$ cat config.mk
export PLATFORM = sky130hd
export DESIGN_NAME = dual_fan_alternation_controller_unit
export DESIGN_NICKNAME = d
export VERILOG_FILES = /design/src/dfac_pkg.sv /design/src/dfac_core.sv /design/src/dual_fan_alternation_controller_unit.sv
export SDC_FILE = /design/constraint.sdc
export NUM_CORES = 1
export LEC_CHECK = 0
export ABC_AREA = 1
export BUFFER_PORTS_ARGS = -buffer_cell sky130_fd_sc_hd__buf_2
export CORE_MARGIN = 2
export CORE_UTILIZATION = 60
export DETAILED_ROUTE_END_ITERATION = 16
export PLACE_DENSITY = 0.83
export SLEW_MARGIN = 20
export SYNTH_ARGS = -nofsm -noshare
export SYNTH_HDL_FRONTEND = slang
export SYNTH_SLANG_ARGS = --single-unit
$ cat constraint.sdc
create_clock -name clk -period 4.9 [get_ports clk]
set_input_delay 0.98 -clock clk [delete_from_list [all_inputs] [get_ports clk]]
set_output_delay 0.98 -clock clk [all_outputs]
set_load 0.1 [all_outputs]
$ cat src/dfac_pkg.sv
package dfac_pkg;

    localparam int GUARD_TICKS = 4;
    localparam logic [2:0] LAG_TICKS = 3'd4;
    localparam logic [9:0] DWELL_MAX = 10'd1023;

    typedef enum logic [1:0] {
        MODE_RUN     = 2'd0,
        MODE_TEST    = 2'd1,
        MODE_STANDBY = 2'd2,
        MODE_NONE    = 2'd3
    } mode_t;

    typedef enum logic [1:0] {
        REG_HEAT_ON  = 2'd0,
        REG_HEAT_OFF = 2'd1,
        REG_COOL_ON  = 2'd2,
        REG_COOL_OFF = 2'd3
    } reg_index_t;

    typedef struct packed {
        logic       warmup_active;
        logic       memory_error;
        logic       powerup_hold;
        logic [1:0] mode;
        logic       freeze_only;
        logic       defrost_active;
        logic       valve_init_done;
        logic       cooling_request;
        logic       heating_active;
        logic       fan1_delay_active;
        logic       fan1_delay_running;
    } in_t;

    typedef struct packed {
        logic       fan1_on;
        logic       fan2_on;
        logic       fan1_lag_write;
        logic [2:0] fan1_lag_value;
        logic       fan2_lag_write;
        logic [2:0] fan2_lag_value;
        logic       delay_done;
    } out_t;

    typedef struct packed {
        logic [7:0] heat_on_time;
        logic [7:0] heat_off_time;
        logic [7:0] cool_on_time;
        logic [7:0] cool_off_time;
    } cfg_t;

    typedef struct packed {
        logic       fan1_drive;
        logic       fan2_drive;
        logic       fan1_phase_on;
        logic       fan2_phase_on;
        logic [9:0] dwell_count;
        logic       cooling_at_delay_end;
    } state_t;

endpackage

$ cat src/dfac_core.sv
module dfac_core
    import dfac_pkg::*;
#(
    parameter int TICKS_PER_SECOND = 4
)
(
    input  in_t    item,
    input  cfg_t   cfg,
    input  state_t cur,
    output state_t nxt,
    output out_t   result
);

    localparam int RAW_W  = 8 + $clog2(TICKS_PER_SECOND + 1);
    localparam int PROD_W = (RAW_W > 10) ? RAW_W : 10;

    function automatic logic [9:0] to_ticks(input logic [7:0] secs);
        logic [PROD_W-1:0] prod;
        prod = PROD_W'(secs) * PROD_W'(TICKS_PER_SECOND);
        if (prod > PROD_W'(DWELL_MAX))
        begin
            return DWELL_MAX;
        end
        return prod[9:0];
    endfunction

    logic       ignored;
    logic       do_dwell;
    logic [9:0] on_t;
    logic [9:0] off_t;
    logic [9:0] dec;
    logic       guard;

    always_comb
    begin
        nxt      = cur;
        result   = '0;
        do_dwell = 1'b0;
        on_t     = to_ticks(cfg.heat_on_time);
        off_t    = to_ticks(cfg.heat_off_time);
        dec      = '0;
        guard    = 1'b0;
        ignored  = item.warmup_active || item.memory_error || item.powerup_hold
                   || (item.mode == MODE_TEST);

        if (!ignored)
        begin
            case (item.mode)
                MODE_STANDBY:
                begin
                    nxt.fan1_drive = 1'b0;
                    nxt.fan2_drive = 1'b0;
                end
                MODE_RUN:
                begin
                    if (item.defrost_active)
                    begin
                        nxt.fan1_drive     = 1'b0;
                        nxt.fan2_drive     = 1'b0;
                        nxt.fan1_phase_on  = 1'b0;
                        nxt.fan2_phase_on  = 1'b0;
                        result.fan1_lag_write = 1'b1;
                        result.fan2_lag_write = 1'b1;
                    end
                    else if (item.freeze_only)
                    begin
                        if (item.valve_init_done)
                        begin
                            if (item.cooling_request)
                            begin
                                if (!cur.fan2_drive)
                                begin
                                    result.fan2_lag_write = 1'b1;
                                    if (!cur.fan1_phase_on)
                                    begin
                                        nxt.fan1_drive    = 1'b1;
                                        nxt.fan1_phase_on = 1'b1;
                                    end
                                end
                                else
                                begin
                                    nxt.fan2_drive        = 1'b0;
                                    nxt.fan1_phase_on     = 1'b1;
                                    nxt.fan2_phase_on     = 1'b0;
                                    result.fan1_lag_write = 1'b1;
                                    result.fan1_lag_value = LAG_TICKS;
                                end
                            end
                            else
                            begin
                                if (!cur.fan1_drive)
                                begin
                                    result.fan1_lag_write = 1'b1;
                                    if (!cur.fan2_phase_on)
                                    begin
                                        nxt.fan2_drive    = 1'b1;
                                        nxt.fan2_phase_on = 1'b1;
                                    end
                                end
                                else
                                begin
                                    nxt.fan1_drive        = 1'b0;
                                    nxt.fan2_phase_on     = 1'b1;
                                    nxt.fan1_phase_on     = 1'b0;
                                    result.fan2_lag_write = 1'b1;
                                    result.fan2_lag_value = LAG_TICKS;
                                end
                            end
                        end
                    end
                    else if (item.heating_active)
                    begin
                        do_dwell = 1'b1;
                    end
                    else if (item.fan1_delay_active)
                    begin
                        if (item.fan1_delay_running)
                        begin
                            nxt.fan1_drive    = 1'b1;
                            nxt.fan2_drive    = 1'b0;
                            nxt.fan1_phase_on = 1'b1;
                            nxt.fan2_phase_on = 1'b0;
                        end
                        else
                        begin
                            nxt.fan1_drive    = 1'b0;
                            nxt.fan2_drive    = 1'b0;
                            nxt.fan1_phase_on = 1'b0;
                            nxt.fan2_phase_on = 1'b0;
                            if (item.valve_init_done)
                            begin
                                nxt.cooling_at_delay_end = item.cooling_request;
                            end
                            result.delay_done = 1'b1;
                            nxt.dwell_count   = 10'd1;
                        end
                    end
                    else
                    begin
                        nxt.fan1_phase_on = cur.cooling_at_delay_end;
                        if (item.valve_init_done && item.cooling_request)
                        begin
                            do_dwell = 1'b1;
                            on_t     = to_ticks(cfg.cool_on_time);
                            off_t    = to_ticks(cfg.cool_off_time);
                        end
                        else
                        begin
                            nxt.fan1_drive    = 1'b0;
                            nxt.fan2_drive    = 1'b0;
                            nxt.fan1_phase_on = 1'b0;
                            nxt.fan2_phase_on = 1'b0;
                            nxt.dwell_count   = 10'd1;
                        end
                    end
                end
                default:
                begin
                end
            endcase
        end

        if (do_dwell && (nxt.dwell_count != 10'd0))
        begin
            dec             = nxt.dwell_count - 10'd1;
            nxt.dwell_count = dec;
            if (dec == 10'd0)
            begin
                if (!nxt.fan1_phase_on)
                begin
                    if (on_t != 10'd0)
                    begin
                        nxt.dwell_count   = on_t;
                        nxt.fan1_phase_on = 1'b1;
                        nxt.fan1_drive    = !nxt.fan2_phase_on;
                    end
                    else if (off_t != 10'd0)
                    begin
                        nxt.dwell_count   = off_t;
                        nxt.fan1_phase_on = 1'b0;
                        nxt.fan1_drive    = 1'b0;
                    end
                    else
                    begin
                        nxt.fan1_drive    = 1'b0;
                        nxt.fan2_drive    = 1'b0;
                        nxt.fan1_phase_on = 1'b0;
                        nxt.fan2_phase_on = 1'b0;
                        nxt.dwell_count   = 10'd1;
                    end
                end
                else if (off_t != 10'd0)
                begin
                    nxt.dwell_count   = off_t;
                    nxt.fan1_phase_on = 1'b0;
                    nxt.fan1_drive    = 1'b0;
                end
                else
                begin
                    nxt.dwell_count   = on_t;
                    nxt.fan1_phase_on = 1'b1;
                    nxt.fan1_drive    = 1'b1;
                end
            end
            else if (!nxt.fan1_phase_on)
            begin
                guard = ({1'b0, dec} + 11'(GUARD_TICKS)) >= {1'b0, off_t};
                nxt.fan2_drive    = !guard;
                nxt.fan2_phase_on = !guard;
            end
            else
            begin
                nxt.fan2_drive = 1'b0;
                if (nxt.fan2_phase_on)
                begin
                    guard = ({1'b0, dec} + 11'(GUARD_TICKS)) >= {1'b0, on_t};
                    nxt.fan1_drive    = !guard;
                    nxt.fan1_phase_on = !guard;
                end
            end
        end

        result.fan1_on = nxt.fan1_drive;
        result.fan2_on = nxt.fan2_drive;
    end

endmodule

$ cat src/dual_fan_alternation_controller_unit.sv
// Dual fan controller taking one 250 ms tick request per clock cycle. A
// request is captured in an input register, settled in a single pass of
// logic against the fan state and the configured dwell times, and its result
// is held in an output register; a new request is taken every cycle while
// the output side keeps up. The dwell time registers should only be written
// while no request is in flight.
module dual_fan_alternation_controller_unit
    import dfac_pkg::*;
#(
    parameter int TICKS_PER_SECOND = 4
)
(
    input  logic       clk,
    input  logic       rst_n,
    input  logic       in_valid,
    output logic       in_stall,
    input  in_t        in_data,
    output logic       out_valid,
    input  logic       out_stall,
    output out_t       out_data,
    input  logic       cfg_write,
    input  logic [1:0] cfg_index,
    input  logic [7:0] cfg_data
);

    logic   in_valid_reg;
    in_t    in_reg;
    logic   out_valid_reg;
    out_t   out_reg;
    cfg_t   cfg_reg;
    state_t state_reg;
    state_t state_next;
    out_t   result;
    logic   advance;
    logic   in_take;

    assign advance  = in_valid_reg && (!out_valid_reg || !out_stall);
    assign in_stall = in_valid_reg && !advance;
    assign in_take  = in_valid && !in_stall;

    dfac_core #(
        .TICKS_PER_SECOND(TICKS_PER_SECOND)
    ) u_core (
        .item   (in_reg),
        .cfg    (cfg_reg),
        .cur    (state_reg),
        .nxt    (state_next),
        .result (result)
    );

    always_ff @(posedge clk or negedge rst_n)
    begin
        if (!rst_n)
        begin
            in_valid_reg  <= 1'b0;
            out_valid_reg <= 1'b0;
            state_reg     <= '0;
            cfg_reg       <= '0;
        end
        else
        begin
            if (in_take)
            begin
                in_valid_reg <= 1'b1;
            end
            else if (advance)
            begin
                in_valid_reg <= 1'b0;
            end

            if (advance)
            begin
                out_valid_reg <= 1'b1;
                state_reg     <= state_next;
            end
            else if (!out_stall)
            begin
                out_valid_reg <= 1'b0;
            end

            if (cfg_write)
            begin
                unique case (reg_index_t'(cfg_index))
                    REG_HEAT_ON:  cfg_reg.heat_on_time  <= cfg_data;
                    REG_HEAT_OFF: cfg_reg.heat_off_time <= cfg_data;
                    REG_COOL_ON:  cfg_reg.cool_on_time  <= cfg_data;
                    REG_COOL_OFF: cfg_reg.cool_off_time <= cfg_data;
                    default:      cfg_reg <= cfg_reg;
                endcase
            end
        end
    end

    always_ff @(posedge clk)
    begin
        if (in_take)
        begin
            in_reg <= in_data;
        end
        if (advance)
        begin
            out_reg <= result;
        end
    end

    assign out_valid = out_valid_reg;
    assign out_data  = out_reg;

    // A lag value is only ever reported alongside its write strobe.
    assert property (@(posedge clk) disable iff (!rst_n)
        out_valid_reg |-> ((out_reg.fan1_lag_value == 3'd0) || out_reg.fan1_lag_write))
        else $error("FAN1 lag value without write strobe");

    assert property (@(posedge clk) disable iff (!rst_n)
        out_valid_reg |-> ((out_reg.fan2_lag_value == 3'd0) || out_reg.fan2_lag_write))
        else $error("FAN2 lag value without write strobe");

    // Clearing the post-heating delay always leaves both fans off.
    assert property (@(posedge clk) disable iff (!rst_n)
        (out_valid_reg && out_reg.delay_done) |-> (!out_reg.fan1_on && !out_reg.fan2_on))
        else $error("Delay cleared with a fan still driven");

    // A request moved into the output stage is presented on the next cycle.
    assert property (@(posedge clk) disable iff (!rst_n)
        advance |=> out_valid_reg)
        else $error("Processed request lost before output");

    // The output register is never overwritten while a result is held back.
    assert property (@(posedge clk) disable iff (!rst_n)
        (out_valid_reg && out_stall) |-> !advance)
        else $error("Stalled result overwritten");

endmodule
# Word-level counts from Yosys, hierarchy flattened

Index checks and enable logic that the tools add are counted.

Input bits: 27
Logic and storage cells: 195
Flip-flop bits (word level): 72

Mux-type cells: 110
Magnitude comparators: 6
Add/sub/neg operators: 2
Equal/unequal tests: 6
Bitwise logic cells: 9
Reduce and logical (&&, ||, !) cells: 32

Operators by type and width:

| operator              | count |
|---|---|
| $mux 10               | 27 |
| $mux 1                | 61 |
| $mux 14               | 3 |
| $gt 10x10->1 const B  | 4 |
| $mux 11               | 3 |
| $mux 4                | 8 |
| $mux 15               | 2 |
| $reduce_bool 10->1    | 3 |
| $ge 11x10->1          | 2 |
| $reduce_or 6->1       | 3 |
| $mux 8                | 2 |
| $mux 13               | 1 |
| $add 10x3->11 const B | 1 |
| $logic_not 10->1      | 1 |
| $sub 10x1->10 const B | 1 |
| $not 1->1             | 9 |
| $reduce_and 9->1      | 1 |
| $reduce_and 2->1      | 4 |
| $logic_not 1->1       | 7 |
| $eq 2x2->1 const B    | 3 |
| $mux 3                | 2 |
| $logic_and 1x1->1     | 5 |
| $eq 2x1->1 const B    | 2 |
| $logic_not 2->1       | 2 |
| other kinds (5)       | 8 |

# Logic depth before layout (Yosys ltp)

Depth after elaboration: 23
Mapped depth: 30
Depth with buffers taken out: 29

# Hierarchy

A second synthesis with hierarchy kept.

Cells, all modules: 667
Area total of the unflattened synthesis: 5,063.6 um^2

Modules (own cells, without submodules):

| module                               | area an instance (um^2) | cells each | seq. area each (um^2) | instances |
|---|---|---|---|---|
| dual_fan_alternation_controller_unit | 2,785.2                 | 241        | 1,916.8               | 1 |
| dfac_core                            | 2,278.4                 | 426        | 0.0                   | 1 |

# Worst setup path after synthesis

OpenSTA, ideal clock, no wires.

Path type: reg-to-reg
Start: register in_reg[6] (netlist name)
End: register out_reg (netlist bit out_data[10]) (data pin)
Clock period less this slack: 3.923 ns
Data arrival time: 3.769 ns
Required time: 4.746 ns
Stages on the path, launching flop included: 28
Slack: 0.977 ns
Cell sequence: edfxtp_1 -> nor2_2 -> inv_2 -> nor2_8 -> nand3_4 -> buf_6 -> nand2_1 -> ha_1 -> a21boi_1 -> nor2_1 -> inv_1 -> ha_1 -> nand2_1 -> nor2_1 -> xor2_1 -> inv_1 -> ha_1 -> a21oi_1 -> o21ai_0 -> o21ai_0 -> o21ai_0 -> o21ai_0 -> nand2_1 -> a21oi_1 -> nand2_1 -> nand2_1 -> nand2_1 -> a21boi_0

RTL lines:

| what                   | RTL line                                    | text |
|---|---|---|
| start, declared        | dual_fan_alternation_controller_unit.sv:27  | `in_t in_reg;` |
| start signal, assigned | dual_fan_alternation_controller_unit.sv:98  | `in_reg <= in_data;` |
| end signal, assigned   | dual_fan_alternation_controller_unit.sv:102 | `out_reg <= result;` |
| end, declared          | dual_fan_alternation_controller_unit.sv:29  | `out_t out_reg;` |

==> flow_metrics.env <==
export IMPL_synth_top_family_by_area="simple AND/OR/NAND/NOR gates"
export IMPL_initial_core_util_pct=61.7
export IMPL_rows=31
export IMPL_drt_iter0_markers=272
export IMPL_path_clk_slew_ps=80
export IMPL_largest_reg_flops=32
export IMPL_antenna_left=0
export IMPL_yosys_area_top_type="dfrtp_1"
export IMPL_num_io_pins=40
export IMPL_numPortBuffers=35
export IMPL_final_cell_area_um2=4940
export IMPL_cts_root_buf="clkbuf_8"
export IMPL_drv_cap=0
export IMPL_yosysUniqueCellTypes=46
export IMPL_clock_sinks=68
export IMPL_drt_vias_per_instance=5.59
export IMPL_synth_adder_area_share_pct=5.60
export IMPL_leakagePower_nw=2.55
export IMPL_synth_top_area_share_pct=27.4
export IMPL_layout_nets=682
export IMPL_min_period_over_period_pct=88.7
export IMPL_die_height_um=90.3
export IMPL_core_area_um2=7250
export IMPL_hold_buffers=0
export IMPL_finalMaxSlewViolations=0
export IMPL_synth_area_um2=4470
export IMPL_drive_gt1_share_pct=14.5
export IMPL_cts_tree="yes"
export IMPL_required_ps=5090
export IMPL_netSwitchingFraction_pct=46.7
export IMPL_clock_skew_ps=9.16
export IMPL_drt_pass1_iter_count=5
export IMPL_die_w_um=90.3
export IMPL_routabilityCongestion=0.913
export IMPL_yosysSeqAreaShare_pct=40.2
export IMPL_place_ws_ps=439
export IMPL_antenna_cells=0
export IMPL_synth_compound_area_share_pct=14.0
export IMPL_synth_area_per_cell_um2=7.52
export IMPL_critPathArrivalTime_ps=4530
export IMPL_p_int_w=0.00133
export IMPL_grt_overflow_total=0
export IMPL_fillers=616
export IMPL_setup_viol=0
export IMPL_syn_instance_count=595
export IMPL_crit_top_cell="nand2_1"
export IMPL_grt_use_total_pct=27.9
export IMPL_grt_start_max_net_pins=50
export IMPL_p_comb_share_pct=50.6
export IMPL_ir_worst_vdd_mv=0.274
export IMPL_worst_pin_slew_ps=711
export IMPL_power_frac_seq_pct=30.7
export IMPL_crit_fanout=5
export IMPL_synth_xor_area_share_pct=1.54
export IMPL_outcome="finished clean"
export IMPL_htreeDepth=3
export IMPL_max_freq_mhz=230
export IMPL_synth_edf_count=19
export IMPL_antenna_found_initial=0
export IMPL_cts_buffers=9
export IMPL_fin_tns_setup_ps=0
export IMPL_slowest_stage="edfxtp_1"
export IMPL_yosys_top_cells_area="dfrtp_1 27%, nand2_1 13%, edfxtp_1 13%"
export IMPL_wl_per_cell_um=14.6
export IMPL_max_slew_margin_rel_pct=52.5
export IMPL_period_needed_ps=4340
export IMPL_ys_flop_type="dfrtp_1"
export IMPL_multi_input_comb_area_um2=2270
export IMPL_min_path_type="reg -> reg"
export IMPL_area_growth_pct=10.5
export IMPL_placed_cell_area_um2=4710
export IMPL_ys_ff_latch=68
export IMPL_cts_max_path_buffers=2
export IMPL_async_flop_share_pct=72.1
export IMPL_synthSimpleGateAreaFrac_pct=28.8
export IMPL_seq_area_um2=1800
export IMPL_grt_first_pass_wirelength_um=18400
export IMPL_finalWirelength_um=10800
export IMPL_worstSetupPathType="reg -> reg"
export IMPL_p_sw_w=0.00116
export IMPL_power_density_nw_per_um2=504
export IMPL_drc=0
export IMPL_grt_pass1_vias=3867
export IMPL_yosysWarnings=0
export IMPL_clock_latency_ps=340
export IMPL_start_kind="register"
export IMPL_crit_path_end_kind="register"
export IMPL_dp_hpwl_um=7950
export IMPL_power_share_clock_pct=18.8
export IMPL_via_count=4133
export IMPL_hold_viol=0
export IMPL_synth_area_mux_share_pct=0.448
export IMPL_rsz0062_at_grt="no"
export IMPL_final_setup_worst_slack_ps=555
export IMPL_die_area_um2=8160
export IMPL_worst_path_largest_cell_delay_ps=480
## Yosys cell counts (2+ instances only)
cell and n:
o41ai_1 2, inv_1 80, dfrtp_1 49, buf_6 2
nor3_1 5, ha_1 20, edfxtp_1 19, o21ai_2 4
inv_2 5, o221ai_1 2, buf_4 4, a31oi_1 2
xnor2_1 4, nand3_2 2, xor2_1 2, buf_2 5
nand3_4 2, nand4_1 12, mux2i_1 2, nand2_1 160
nor2_1 44, nor2_4 3, o211ai_1 3, o21ai_0 55
nand3_1 39, a22oi_1 2, clkbuf_1 5, a21oi_1 25
o21ai_1 9, nand2_2 10, nor2_2 2
## stage by stage
| step | std cells | total power, W | hold WS [ps] | util, % |
|---|---|---|---|---|
| 2_1_floorplan | 598 | 0.00169 | 434 | - |
| 3_3_place_gp | 719 | 0.00195 | 441 | 64.9 |
| 3_5_place_dp | 719 | 0.00198 | 450 | 64.9 |
| 4_1_cts | 735 | 0.00246 | 487 | 67.7 |
| 5_1_grt | 739 | 0.00267 | 497 | 68.1 |
| 6_report | 739 | 0.00249 | 484 | 68.1 |
## layout by cell type (no fill, tap or decap), drive strengths merged, types with 2 or more instances in the layout
| cell type | count |
|---|---|
| ha | 20 |
| nor3 | 6 |
| a22oi | 2 |
| clkinv | 6 |
| o221ai | 2 |
| o21ai | 68 |
| dfrtp | 49 |
| conb | 4 |
| mux2i | 2 |
| o41ai | 3 |
| buf | 42 |
| a21boi | 2 |
| nand4 | 12 |
| nand2 | 171 |
| a21oi | 25 |
| clkbuf | 9 |
| nand3 | 43 |
| inv | 86 |
| edfxtp | 19 |
| a31oi | 2 |
| xnor2 | 4 |
| nor2 | 50 |
| o211ai | 3 |
| xor2 | 3 |
## path summary, 6_finish.rpt
| path | to | from | slack [ps] | cells after the start |
|---|---|---|---|---|
| setup / recovery | out_data[10] | in_reg[1] | 560 | 27 |
| hold / removal | cfg_reg[14] | cfg_reg[14] | 480 | 2 |
| setup reg to reg | out_data[10] | in_reg[1] | 560 | 27 |
| hold reg to reg | cfg_reg[14] | cfg_reg[14] | 480 | 2 |
| max in group asynchronous | cfg_reg[28] | rst_n | 3740 | 2 |
| min in group asynchronous | state_reg[8] | rst_n | 730 | 2 |
## worst max-delay path: cells and delay by family, from the launching register on
kind                       cells  cell delay [ps]
DFF                            1              480
xor gates and xnor gates       1              180
and+or+nand+nor               10              970
adders and majority gates      3              740
buffers and inverters          4              500
AOI/OAI and AO/OA              9             1320
## routing by layer
layer | vias up | share of wire, % | track usage, %
li1 | 2026 | - | -
met1 | 1904 | 44 | 36.8
met2 | 181 | 48 | 46.7
met3 | 22 | 6.7 | 4.59
met4 | 0 | 1.7 | 10.0
met5 | - | 0 | 0
## repair_timing
| action | 4_1_cts | 5_1_grt |
|---|---|---|
| setup endpoints to repair | 0 | 4 |
| gates resized for setup | 0 | 1 |
| setup buffers | 0 | 4 |
## power by group through the flow
stage	registers (W)	logic, W	clock network, W
CTS	0.000762	0.00123	0.000474
global route	0.000774	0.00140	0.000498
detailed placement	0.000773	0.00121	0
finish	0.000763	0.00126	0.000467
floorplan	0.000802	0.000888	0
global placement	0.000768	0.00118	0
## cell type report
type,count,area share [%]
Sequential cell,68,36.4
Clock buffer,9,2.51
Tap cell,99,2.51
Multi-Input combinational cell,428,45.9
Timing Repair Buffer,42,4.61
Clock inverter,7,1.52
Inverter,86,6.53
## cells by family after synthesis
kind of cell,Yosys count
flip-flops,68
buffers and inverters,102
other,1
AND/OR/NAND/NOR,285
adder cells (fa/ha/maj),20
AO/OA/AOI/OAI,110
multiplexers,2
XOR/XNOR,7
Power figures use the tool's default switching activity.
